$ cat src/htw_ram.sv
`default_nettype none
module htw_ram #(
  parameter int DEPTH = 64,
  parameter int WIDTH = 8,
  localparam int AW = $clog2(DEPTH)
) (
  input  wire logic             clk,
  input  wire logic             we,
  input  wire logic [AW-1:0]    waddr,
  input  wire logic [WIDTH-1:0] wdata,
  input  wire logic [AW-1:0]    raddr,
  output logic      [WIDTH-1:0] rdata
);

  logic [WIDTH-1:0] mem [DEPTH];

  always_ff @(posedge clk) begin
    if (we) begin
      mem[waddr] <= wdata;
    end
    rdata <= mem[raddr];
  end

endmodule
`default_nettype wire

$ cat config.mk
export PLATFORM = sky130hd
export DESIGN_NAME = htw_ram
export DESIGN_NICKNAME = d
export VERILOG_FILES = /design/src/htw_ram.sv
export SDC_FILE = /design/constraint.sdc
export NUM_CORES = 1
export LEC_CHECK = 0
export BUFFER_PORTS_ARGS = -buffer_cell sky130_fd_sc_hd__buf_2
export CORE_AREA = 4 4 217 219
export DETAILED_ROUTE_END_ITERATION = 10
export DIE_AREA = 0 0 221 223
export GPL_ROUTABILITY_DRIVEN = 0
export PLACE_DENSITY = 0.67
export SLEW_MARGIN = 20
export SYNTH_ARGS = -nofsm -noshare
export SYNTH_HDL_FRONTEND = slang
export SYNTH_SLANG_ARGS = --single-unit
$ cat constraint.sdc
create_clock -name clk -period 1.7 [get_ports clk]
set_input_delay 0.17 -clock clk [delete_from_list [all_inputs] [get_ports clk]]
set_output_delay 0.17 -clock clk [all_outputs]
set_load 0.01 [all_outputs]
# ---- After elaboration in Yosys (flattened, before gate mapping)
# Memory sizes are Yosys's and may differ from the RTL's. A register that Yosys moved wholly into a read port is not among the register bits.
# Cells that the tools add are included.
dict set report op_classes {
  mux 2
}
# operator n
set ops {}
lappend ops {{2-to-1 mux 1 bit} 2}
dict set report word_totals {
  ff_bits 0
  wordCells 3
  output_inout_bits 8
  n_memories 1
  in_bits 22
  mem_bits_rw 512
}
# name words word_bits read_ports rd_clocked_by_memory_dff wr line
set mem_list {}
lappend mem_list {mem 64 8 1 1 1 15} ;# logic [WIDTH-1:0] mem [DEPTH];

# ---- Longest topological paths before layout
dict set report depth {
  word_depth 2
  depth_mapped 9
  mapped_depth_nobuf 5
}

# ---- Least setup slack after synthesis
# No wires, ideal clock.
dict set report synth_timing {
  path_kind {input port to flip-flop}
  from {in raddr[1]}
  to {reg rdata[3], read port of mem}
  slack_ns -0.138
  cell_stages 7
  t_required_ns 1.572
  setup_ns 0.128
  t_arrival_ns 1.710
  path_cell_list {buf_4 -> buf_2 -> buf_2 -> mux4_2 -> mux4_2 -> o21ai_1 -> o41ai_1}
}
# element line
set synth_rtl {}
lappend synth_rtl {{start, declared} 11} ;# input wire logic [AW-1:0] raddr,
lappend synth_rtl {{end, declared} 12} ;# output logic [WIDTH-1:0] rdata

==> key figures <==
Run status
  – Status: finished, violations left
  – Failing checks: setup timing

Route
  – Via-to-Cell Ratio: between 5 and 6
  – Post-DR wirelength/cell: about 26 um
  – Drt pass-1 iters: 5
  – Antenna-violating nets left: 0
  – Vias: roughly 10,000
  – Number of DRC markers in iteration 0: 1,202
  – Routed Wire Length: roughly 46,000 um
  – Remaining DRCs: 0

Worst setup path
  – Worst path required time: 2.13 ns
  – CP max stage delay: 0.53 ns
  – Crit path DAT: roughly 2.3 ns
  – Worst-path cell chain: mux4_2 > mux4_2 > o21ai_4 > o41ai_2
  – Crit path max-delay family: multiplexers
  – Crit path launch type: flip-flop
  – Setup crit end kind: flip-flop
  – Crit path kind: flip-flop to flip-flop
  – Critical Path Most Common Cell: mux4_2
  – CP bufs+invs: 0
  – Slowest stage cell on the critical path: mux4_2
  – CP Max Fanout: 1

STA
  – Highest Clock Rate: about 530 MHz
  – Endpoints failing hold: 0
  – Final number of setup-violating endpoints: 7
  – Tmin final: between 1.5 and 2 ns
  – Setup TNS Final: -0.846 ns
  – Slew @ Worst Pin: just over 0.8 ns
  – WHS: around 0.16 ns
  – Max Slew Vio Count: 0
  – RSZ-0062 raised after global routing: yes
  – Clock skew: about 0.022 ns
  – Crit share post-route: 110%
  – Post-route setup slack: -0.171 ns
  – Worst relative slew slack: about 45%

GRT
  – Initial antenna violation count: 2
  – Remaining Overflow, GRT: 0
  – First-pass GRT wire length: approximately 69,000 um
  – GRT Util Overall: 18.7%
  – Largest net degree at the start of global routing: 65
  – Number of global-route vias before repair: between 10,000 and 15,000

Place
  – Placed standard-cell area: roughly 22,000 um2
  – Post-DP HPWL: roughly 29,000 um
  – Placed Cells: approximately 1,700
  – IO Port Bufs: 29
  – Post-place setup slack: -0.811 ns

Clock tree
  – CTS H-tree lvls: 2
  – Num CTS Buffers: 49
  – Root Buffer: clkbuf_16
  – CTS Sinks: 520
  – Skew-Pair Late Insertion Delay: around 0.58 ns
  – CTS tree: yes
  – Clk buf depth: 3
  – Clk slew on worst S/H paths: around 0.060 ns

Synth
  – Synth Warn #: 0
  – Synth top area share: about 76%
  – Most frequent cell after synthesis: edfxtp_1
  – EDFF count, synth: 512
  – Area contributors post-synth: edfxtp_1, mux4_2, nor2_1
  – Syn_area_per_cell: 21.5 um2
  – Post-synth ARST share: 0%
  – Most instantiated cells after synthesis: edfxtp_1, mux4_2, nor2_1
  – Sequential-to-total area share from yosys stat: 77.0%
  – Netlist cell types: 40
  – Synth Flop Type: edfxtp_1
  – Yosys top cell by area: edfxtp_1
  – Netlist Area Pre-Place: roughly 20,000 um2
  – Mapped Nets: around 960
  – Synthesized flop and latch total: 520
  – Synth Instances: 940

Layout
  – N_diodes: 0
  – Share of cells above drive strength 1: ~37%
  – Util after Layout: ~54%
  – Final instance area: about 24,000 um2
  – Layout Nets: roughly 1,200
  – Synth-to-Final Area Change: 20.3%
  – Non-filler instance count after layout: approximately 1,800

Floorplanning
  – Initial Utilization: between 40% and 50%
  – Chip height: approximately 220 um
  – Horiz. Die Dim: approximately 220 um
  – CORE AREA: 45,100 um2
  – FP Rows: ~80
  – Die ar.: just under 50,000 um2
  – Num ports: 30

Pwr
  – LEAKAGE: just under 8 nW
  – Total power: between 20 and 30 mW
  – PD cells: 1150 nW/um2
  – Peak VDD IR: about 0.64 mV

Hold path
  – Hold Path Class: input pin to flip-flop

Run
  – MaxCap Viol Count: 0
-- report_power, final --
part | leakage (nW) | internal (mW) | switching [mW]
sequential | 4.67 | 14.2 | 0.0428
clock | 0.861 | 7.32 | 4.68
combinational | 2.41 | 0.683 | 0.881
-- sequential cells by signal (all words and copies together), names as in the netlist --
register and flops:
rdata 8, mem 512
-- final timing paths --
check,endpoint,slack (ns),start,cells after the start
max reg2reg,rdata[5]$_DFF_P_,-0.17,mem[36][5]$_DFFE_PP_,4
min,mem[22][3]$_DFFE_PP_,0.16,wdata[3],1
max,rdata[5]$_DFF_P_,-0.17,mem[36][5]$_DFFE_PP_,4
min reg2reg,rdata[4]$_DFF_P_,0.81,mem[26][4]$_DFFE_PP_,3
-- routing by layer --
layer | GRT usage [%] | up-vias | share of wire (%)
met4 | 5.50 | 4 | 2.9
met5 | 0 | - | 0.059
met2 | 30.1 | 404 | 49
met1 | 26.7 | 5303 | 41
met3 | 3.09 | 84 | 7.1
li1 | - | 4339 | -
-- layout make-up --
class | instances | area, um2
clock buffer | 57 | 1300
multi-input combinational | 369 | 4490
clock inverter | 35 | 490
fill | 3437 | 20800
timing repair buffer | 207 | 1700
tap | 600 | 751
sequential | 520 | 15500
-- cells in the final DEF (no fill, tap or decap), types with 3 or more instances in the layout --
| master | n |
|---|---|
| clkinv_1 | 7 |
| o22ai_1 | 8 |
| nor3_1 | 3 |
| mux2i_1 | 23 |
| nor2_1 | 79 |
| a221oi_1 | 4 |
| nand2_1 | 19 |
| buf_12 | 15 |
| mux4_2 | 126 |
| edfxtp_1 | 512 |
| buf_4 | 166 |
| nand2b_1 | 7 |
| o221ai_1 | 8 |
| nand3b_1 | 3 |
| dfxtp_1 | 8 |
| clkinvlp_4 | 5 |
| a22oi_1 | 3 |
| clkbuf_1 | 6 |
| nor3_4 | 3 |
| nor2b_1 | 13 |
| buf_2 | 23 |
| mux2_2 | 12 |
| a21oi_1 | 3 |
| clkbuf_16 | 51 |
| bufinv_16 | 12 |
| o2111ai_1 | 3 |
| nand3_1 | 13 |
| clkinv_2 | 8 |
| a211oi_1 | 4 |
-- what timing repair did --
| item | CTS | global route |
|---|---|---|
| resized for setup | 24 | 11 |
| setup buffers | 0 | 0 |
| hold endpoints to repair | 1 | 0 |
| pin swaps | 4 | 2 |
| hold buffers | 1 | 0 |
| endpoints found under the setup margin | 8 | 8 |
-- cells by family (layout without fill, tap and decap cells) --
group                  after synthesis  in the layout  share of synthesized area, %
muxes                              162            162                          15.9
buffers and inverters               51            299                          1.57
and+or+nand+nor                    153            153                          3.39
DFF                                520            520                          77.0
AOI/OAI and AO/OA                   54             54                          2.07
Note: power is estimated with default switching activity, not from simulation.
