<file path="src/htw_pkg.sv">
`default_nettype none
package htw_pkg;

  localparam int WHEEL_SLOTS = 1024;          // power of two
  localparam int SLOT_AW     = $clog2(WHEEL_SLOTS);
  localparam int NUM_TIMERS  = 64;
  localparam int EID_W       = $clog2(NUM_TIMERS);
  localparam int CNT_W       = EID_W + 1;
  localparam int ID_W        = 6;
  localparam int PTR_W       = 7;
  localparam int TIME_W      = 64;

  localparam logic [PTR_W-1:0] NIL = 7'h7f;

  localparam logic [1:0] OP_ADD    = 2'd0;
  localparam logic [1:0] OP_TICK   = 2'd1;
  localparam logic [1:0] OP_CANCEL = 2'd2;
  localparam logic [1:0] OP_NONE   = 2'd3;

  localparam logic [2:0] KIND_ADD_OK   = 3'd0;
  localparam logic [2:0] KIND_ADD_REJ  = 3'd1;
  localparam logic [2:0] KIND_EXPIRED  = 3'd2;
  localparam logic [2:0] KIND_TICK_NIL = 3'd3;
  localparam logic [2:0] KIND_CANCEL   = 3'd4;

  typedef struct packed {
    logic              en;
    logic [TIME_W-1:0] a;
    logic [TIME_W-1:0] b;
  } sub_req_t;

  typedef struct packed {
    logic              borrow;
    logic [TIME_W-1:0] diff;
  } sub_rsp_t;

endpackage
`default_nettype wire

</file>
<file path="src/htw_sub.sv">
`default_nettype none
module htw_sub (
  input  wire logic             clk,
  input  wire htw_pkg::sub_req_t req,
  output htw_pkg::sub_rsp_t      rsp
);

  logic [htw_pkg::TIME_W:0] full;

  assign full = {1'b0, req.a} - {1'b0, req.b};

  // shared compare/subtract, result registered
  always_ff @(posedge clk) begin
    if (req.en) begin
      rsp.borrow <= full[htw_pkg::TIME_W];
      rsp.diff   <= full[htw_pkg::TIME_W-1:0];
    end
  end

endmodule
`default_nettype wire

</file>
<file path="config.mk">
export PLATFORM = sky130hd
export DESIGN_NAME = htw_sub
export DESIGN_NICKNAME = d
export VERILOG_FILES = /design/src/htw_pkg.sv /design/src/htw_sub.sv
export SDC_FILE = /design/constraint.sdc
export NUM_CORES = 1
export LEC_CHECK = 0
export BUFFER_PORTS_ARGS = -buffer_cell sky130_fd_sc_hd__buf_2
export CORE_MARGIN = 1
export CORE_UTILIZATION = 48
export DETAILED_ROUTE_END_ITERATION = 7
export MAX_ROUTING_LAYER = met4
export PLACE_DENSITY = 0.77
export SYNTH_ARGS = -nofsm -noshare
export SYNTH_HDL_FRONTEND = slang
export SYNTH_SLANG_ARGS = --single-unit
</file>
<file path="constraint.sdc">
create_clock -name clk -period 2.81 [get_ports clk]
set_input_delay 0.281 -clock clk [delete_from_list [all_inputs] [get_ports clk]]
set_output_delay 0.281 -clock clk [all_outputs]
set_load 0.02 [all_outputs]
</file>
# Yosys cells after proc, flatten, opt, wreduce, memory -nomap -nowiden
# Cells that the tools add are included.
totals:
  register_bits: 65
  inputBits: 130
  output_inout_bits: 65
  word_cells: 3
classes:
  n_addsub: 1
op_table:
  columns: ["cell", "n"]
  rows:
  - ["64-bit by 64-bit subtractor with 65-bit output", 1]

# Logic depth before layout (Yosys ltp)
# Gate-level depths: netlist of run 1.
logic_depth:
  word_depth: 1
  mapped_depth: 12
  depth_no_buf: 12

# Worst setup path before layout of run 1
# No wires, ideal clock.
synth_path:
  path_kind: "input-to-reg"
  startpoint: "in req[64] in the netlist's numbering"
  endpoint: "reg rsp[64] in the netlist's numbering (data pin)"
  setup_ns: 0.262
  t_arrival_ns: 2.433
  t_required_ns: 2.548
  slack_ns: 0.114
  path_stages: 12
  n_path_buf: 0
  path_cell_list: "inv_1 ha_1 fa_1 nand2b_1 a21oi_1 o311ai_1 a311o_1 o211ai_2 a21o_2 a31o_2 nor3b_1 o22ai_1"
synth_via:
  elab_chain_cells: 1
synth_rtl:
  columns: ["item", "line", "source"]
  rows:
  - ["start, declared", "htw_sub.sv:4", "input wire htw_pkg::sub_req_t req,"]
  - ["64-bit by 64-bit subtractor with 65-bit output", "htw_sub.sv:10", "assign full = {1'b0, req.a} - {1'b0, req.b};"]
  - ["via full (one bit)", "htw_sub.sv:8", "logic [htw_pkg::TIME_W:0] full;"]
  - ["end, declared", "htw_sub.sv:5", "output htw_pkg::sub_rsp_t rsp"]
# The timed path passes the listed nets, and every way through them passes these cells.
# A chain may end at the register's enable or synchronous reset.

# Worst setup path after layout of run 1
layout_path:
  startpoint: "in req[0] in the netlist's numbering"
  endpoint: "reg rsp[64] in the netlist's numbering (data pin)"
# Same word-level chain as after synthesis.

==> impl_metrics.tcl, run 1 <==
set metrics [dict create \
    worst_setup_path_end_kind "flop" \
    crit_fanout 3 \
    async_flop_share_pct 0 \
    layout-drive-gt1-share_pct 32.7 \
    startpoint_type "input port" \
    maxCapViolations 0 \
    multi_input_area_um2 3780 \
    worst_ep_required_time_ns 2.88 \
    first_pass_iters 5 \
    leakage_nw 4.00 \
    status "completed" \
    timing.final.ws_setup_ns 0.127 \
    ys_ff_latch 65 \
    cts_sinks 65 \
    portBuffers 194 \
    relSlewSlack_pct 50.1 \
    setup_viol 0 \
    numCtsBuffers 9 \
    synth_flop_cell "edfxtp_1" \
    cp_data_arrival_time_ns 2.75 \
    grt_antenna_before_repair 0 \
    finalNetCount 1157 \
    dieArea_um2 13300 \
    finalHoldViolCount 0 \
    global_route.usage.total_pct 26.3 \
    min_period_ns 2.68 \
    start_util_pct 50.2 \
    dp_slack_ns -0.368 \
    path_clk_slew_ns 0.06 \
    yosys-top-cells-count "88 x inv_1, 76 x a21oi_1, 65 x edfxtp_1" \
    tritoncts "yes" \
    hold_class "input port to flop" \
    drv_slew 0 \
    coreArea_um2 12300 \
    dp_hpwl_um 13600 \
    post-cts-setup-buffer-count 0 \
    die_w_um 115 \
    syn-instance-count 703 \
    yosysUniqueCellTypes 74 \
    finish.utilization_pct 65.9 \
    worst_pin_slew_ns 0.749 \
    nFillCells 1056 \
    gp_congestion 0.943 \
    hold_path_depth 3 \
    placedInstanceArea_um2 7790 \
    synth.most_common_cell "inv_1" \
    drc 0 \
    stdcell_area_um2 8090 \
    synthesis.area_um2 6150 \
    areaGrowthSynthToFinish_pct 31.4 \
    rows 40 \
    largest_reg_flops 65 \
    pin_count 195 \
    fin_total_pwr_w 0.00398 \
    syn_nets 898 \
    synth_edf_count 65 \
    ys_seq_area_share_pct 31.7 \
    max_clock_freq_mhz 373 \
    yosysTopAreaCell "edfxtp_1" \
    diodes 0 \
    finalCritPeriodShare_pct 95.5 \
    cts_root_buf "clkbuf_16" \
    cts.path.max_buffers 2 \
    power_density_nw_per_um2 492 \
    wirelength_um 16700 \
    viasPerCell 5.31 \
    ant_nets 0 \
    gr-total-overflow 0 \
    avgSynthCellArea_um2 8.75 \
    drtIter0Drc 430 \
    grt_pass1_wl_um 26700 \
    first_global_vias 5863 \
    htreeDepth 3 \
    largest_register "rsp" \
    yosys_warnings 0 \
    irDropWorstVdd_mv 0.313 \
    die_h_um 115 \
    top_regs "rsp x65" \
    criticalPathCategory "input port to flop" \
    wire_per_inst_um 14.7 \
    grt_max_degree 37 \
    num_vias 6031 \
    fin_cells 1135 \
    ff_latch_area_um2 1950 \
    place_inst 1119 \
    ys_top_cells_by_area "edfxtp_1 32%, ha_1 13%, a21oi_1 6.2%" \
    rsz0062_at_grt "yes" \
    yosysTopAreaCellShare_pct 31.7 \
]
## critical path, stage by stage
cell      delay [ns]
buf_2           0.10
ha_1            0.22
fa_1            0.40
nand2b_1        0.19
a21oi_2         0.20
o311ai_1        0.18
a311o_1         0.41
o211ai_2        0.10
a21o_2          0.19
a31o_2          0.19
nor3b_2         0.19
o22ai_1         0.11
## kinds of logic after synthesis
logic type      Yosys count  synth area share [%]
xor+xnor                 60                  8.54
buf+inv                 109                  7.32
simple gates            174                  14.1
flops                    65                  31.7
compound gates          230                  25.0
fa+ha+maj                65                  13.3
## power by group
group	internal [W]	switching [W]	leakage (nW)	total [W]
Sequential	0.00129	0.0000559	0.636	0.00135
Combinational	0.000679	0.000919	3.24	0.00160
Clock	0.000591	0.000445	0.128	0.00104
Total	0.00256	0.00142	4.00	0.00398
## layout make-up
class                           instances  area share [%]
Clock buffer                           10            2.83
Clock inverter                          6           0.433
Inverter                               88            4.08
Multi-Input combinational cell        529            46.8
Sequential cell                        65            24.1
Tap cell                              168            2.60
Timing Repair Buffer                  269            19.1
## cell usage in the layout, fill, tap and decap left out, types with 3 or more instances in the layout
| cell type | n |
|---|---|
| o21a_1 | 7 |
| o211ai_1 | 4 |
| a31oi_1 | 11 |
| clkinv_2 | 4 |
| buf_2 | 194 |
| a221o_1 | 3 |
| nand2b_1 | 4 |
| o221ai_1 | 3 |
| a21o_1 | 37 |
| a21oi_1 | 75 |
| inv_1 | 88 |
| ha_1 | 64 |
| and3_1 | 4 |
| xor2_1 | 21 |
| nand3_1 | 10 |
| o21ai_1 | 9 |
| nand2_1 | 63 |
| or3_1 | 5 |
| clkbuf_16 | 9 |
| o21bai_1 | 14 |
| nor3_1 | 7 |
| nor2_1 | 35 |
| a21oi_2 | 5 |
| nand4_1 | 21 |
| nor4_1 | 5 |
| o21ai_0 | 27 |
| xnor2_1 | 39 |
| o31ai_1 | 3 |
| edfxtp_1 | 65 |
| buf_4 | 74 |
## repair_timing
item / 4_1_cts / 5_1_grt
gates resized for setup: 1 / 4
hold buffers: 0 / 0
endpoints found under the setup margin: 1 / 4
## worst paths after layout
kind | startpoint | endpoint | slack [ns]
setup / recovery | req[0] | rsp[64] | 0.13
hold / removal | req[0] | rsp[0] | 0.34
## metrics by stage
stage | TNS (ns) | hold slack [ns]
after floorplan | 0 | 0.393
after detailed placement | -3.25 | 0.682
after global routing | -0.0164 | 0.354
final | 0 | 0.338
after CTS | 0 | 0.337
after global placement | -1.65 | 0.683
## routing by layer
metal / up-vias / GRT usage (%) / wire length, um
li1: 3058 / - / -
met1: 2759 / 33.2 / 7550
met2: 195 / 44.4 / 8090
met3: 19 / 2.64 / 840
met4: 0 / 8.14 / 238
met5: - / - / 0
(Power assumes the default switching activity.)
==> run 2: changes to the inputs <==
--- a/config.mk
+++ b/config.mk
@@ -5,10 +5,11 @@
 export SDC_FILE = /design/constraint.sdc
 export NUM_CORES = 1
 export LEC_CHECK = 0
-export BUFFER_PORTS_ARGS = -buffer_cell sky130_fd_sc_hd__buf_2
+export ABC_AREA = 1
 export CORE_MARGIN = 1
-export CORE_UTILIZATION = 48
+export CORE_UTILIZATION = 60
 export DETAILED_ROUTE_END_ITERATION = 7
+export DONT_BUFFER_PORTS = 1
 export MAX_ROUTING_LAYER = met4
 export PLACE_DENSITY = 0.77
 export SYNTH_ARGS = -nofsm -noshare
==> run 2 against run 1 <==
  * Clock power up 19%
  * Setup slack better by 0.68 ns
  * Die area up 6.8%
  * Hold slack worse by 0.29 ns
  * Synthesized cell count up 100%
  * Utilization about the same
  * Area after synthesis up 34%
  * Sequential cell count unchanged
  * Non-clock buffer count down 268
  * Fmax up 34%
  * Critical path type unchanged
  * Highest routed layer unchanged
==> impl_metrics.tcl, run 2 <==
set metrics [dict create \
    p_sw_share_pct 39.9 \
    setup_viol 0 \
    htreeDepth 3 \
    power_density_nw_per_um2 469 \
    hold_class "input port to flop" \
    drv_slew 0 \
    async_flop_share_pct 0 \
    rows 42 \
    cts_sinks 65 \
    portBuffers 0 \
    syn-instance-count 1436 \
    grt_pass1_wl_um 40100 \
    wl_met1_um 11600 \
    rsz0062_at_grt "no" \
    synth.most_common_cell "nand2_1" \
    post-cts-setup-buffer-count 0 \
    coreArea_um2 13300 \
    yosysTopAreaCell "nand2_1" \
    grt_max_degree 66 \
    pwr-share-clk_pct 30.2 \
    crit_fanout 4 \
    viasPerCell 5.30 \
    p_comb_share_pct 32.5 \
    met2_length_um 11600 \
    ant_nets 0 \
    yosys-top-cells-count "596 x nand2_1, 393 x inv_1, 99 x nor2_1" \
    dp_hpwl_um 21900 \
    irDropWorstVdd_mv 0.314 \
    layout-drive-gt1-share_pct 4.96 \
    status "completed" \
    finalNetCount 1642 \
    place_inst 1612 \
    cts.path.max_buffers 2 \
    first_global_vias 7916 \
    worst_ep_required_time_ns 2.91 \
    route.top_layer_used "met4" \
    numCtsBuffers 9 \
    die_h_um 119 \
    synthesis.area_um2 8230 \
    start_util_pct 61.9 \
    grt_antenna_before_repair 1 \
    first_pass_iters 8 \
    largest_register "rsp" \
    worst_setup_path_end_kind "flop" \
    yosysTopAreaCellShare_pct 27.2 \
    largest_reg_flops 65 \
    drtIter0Drc 874 \
    final_common_cell "nand2_1" \
    hold_path_depth 0 \
    fin_cells 1629 \
    finalHoldViolCount 0 \
    drc 0 \
    gr-total-overflow 0 \
    yosysUniqueCellTypes 25 \
    tritoncts "yes" \
    finalCritPeriodShare_pct 71.4 \
    num_vias 8632 \
    share_seq_of_total_power_pct 37.3 \
    criticalPathCategory "input port to flop" \
    setup_tns_ns 0 \
    worst_pin_slew_ns 0.400 \
    wire_per_inst_um 16.0 \
    relSlewSlack_pct 73.0 \
    min_period_ns 2.01 \
    ys_seq_area_share_pct 23.7 \
    fin_total_pwr_w 0.00412 \
    path_clk_slew_ns 0.06 \
    synth_edf_count 65 \
    multi_input_area_um2 4790 \
    holdBufCountCts 0 \
    netSwitchingPower_w 0.00164 \
    avgSynthCellArea_um2 5.73 \
    gp_congestion 1.05 \
    cts_resized 0 \
    areaGrowthSynthToFinish_pct 6.60 \
    synth_flop_cell "edfxtp_1" \
    dr_wl_met3_um 2210 \
    syn_nets 1631 \
    dieArea_um2 14200 \
    max_clock_freq_mhz 498 \
    ys_top_cells_by_area "nand2_1 27%, edfxtp_1 24%, inv_1 18%" \
    pin_count 195 \
    mostFrequentLayoutCells "596 x nand2_1, 393 x inv_1, 99 x nor2_1, 65 x edfxtp_1, 64 x ha_1" \
    maxCapViolations 0 \
    intPower_w 0.00247 \
    cp_data_arrival_time_ns 2.11 \
    leakage_nw 5.44 \
    die_w_um 119 \
    top_regs "rsp x65" \
    ys_ff_latch 65 \
    cts_root_buf "clkbuf_16" \
    nFillCells 1270 \
    wirelength_um 26100 \
    yosys_warnings 0 \
    ff_latch_area_um2 1950 \
    global_route.usage.total_pct 38.1 \
    startpoint_type "input port" \
]
[run 2: final timing paths]
path	startpoint	to	slack, ns
worst min-delay path	req[128]	rsp[46]	0.05
worst max-delay path	req[64]	rsp[46]	0.80
[run 2: routing by layer]
| layer | vias up | GRT usage [%] |
|---|---|---|
| li1 | 4262 | - |
| met1 | 3850 | 51.1 |
| met2 | 457 | 58.6 |
| met3 | 63 | 5.80 |
| met4 | 0 | 12.4 |
| met5 | - | - |
[run 2: kinds of logic (layout without fill, tap and decap cells)]
logic type / after synthesis / in the layout / share of synthesized area (%)
AO/OA/AOI/OAI: 55 / 55 / 3.44
XOR/XNOR: 31 / 31 / 3.30
adder cells (fa/ha/maj): 65 / 65 / 9.98
buffers and inverters: 395 / 411 / 18.1
flip-flops: 65 / 65 / 23.7
other: 0 / 1 / 0
AND/OR/NAND/NOR: 825 / 825 / 41.5
[run 2: stage by stage]
step                      hold slack, ns  instance area [um2]  utilization, %  setup slack, ns
after CTS                         0.0477                 8770            66.0            0.845
after floorplan                    0.393                 8230               -            0.855
after detailed placement           0.398                 8450            63.5            0.490
after global placement             0.398                 8450            63.5            0.573
after global routing              0.0461                 8770            66.0            0.690
final                             0.0474                 8770            66.0            0.804
[run 2: power groups by stage]
stage / logic [W] / clock network [W] / registers, W
after floorplan: 0.000940 / 0 / 0.00152
after global placement: 0.00127 / 0 / 0.00155
after detailed placement: 0.00129 / 0 / 0.00155
after CTS: 0.00130 / 0.00124 / 0.00154
after global routing: 0.00148 / 0.00128 / 0.00155
final: 0.00134 / 0.00124 / 0.00153
[run 2: worst max-delay path, cell delays in order]
cell     delay, ns
inv_1         0.02
ha_1          0.20
fa_1          0.42
inv_1         0.11
nand3_1       0.08
nand2_2       0.13
nand2_1       0.06
nand2_1       0.18
nand2_1       0.08
nand2_1       0.10
nand2_1       0.08
nand2_2       0.13
nand2_1       0.09
nand3_1       0.08
nand2_1       0.05
[run 2: layout make-up]
cell class | count | area share (%)
Timing Repair Buffer | 1 | 0.0856
Clock buffer | 9 | 2.57
Sequential cell | 65 | 22.3
Clock inverter | 7 | 1.08
Tap cell | 176 | 2.51
Inverter | 394 | 16.9
Antenna cell | 1 | 0.0285
Multi-Input combinational cell | 976 | 54.6
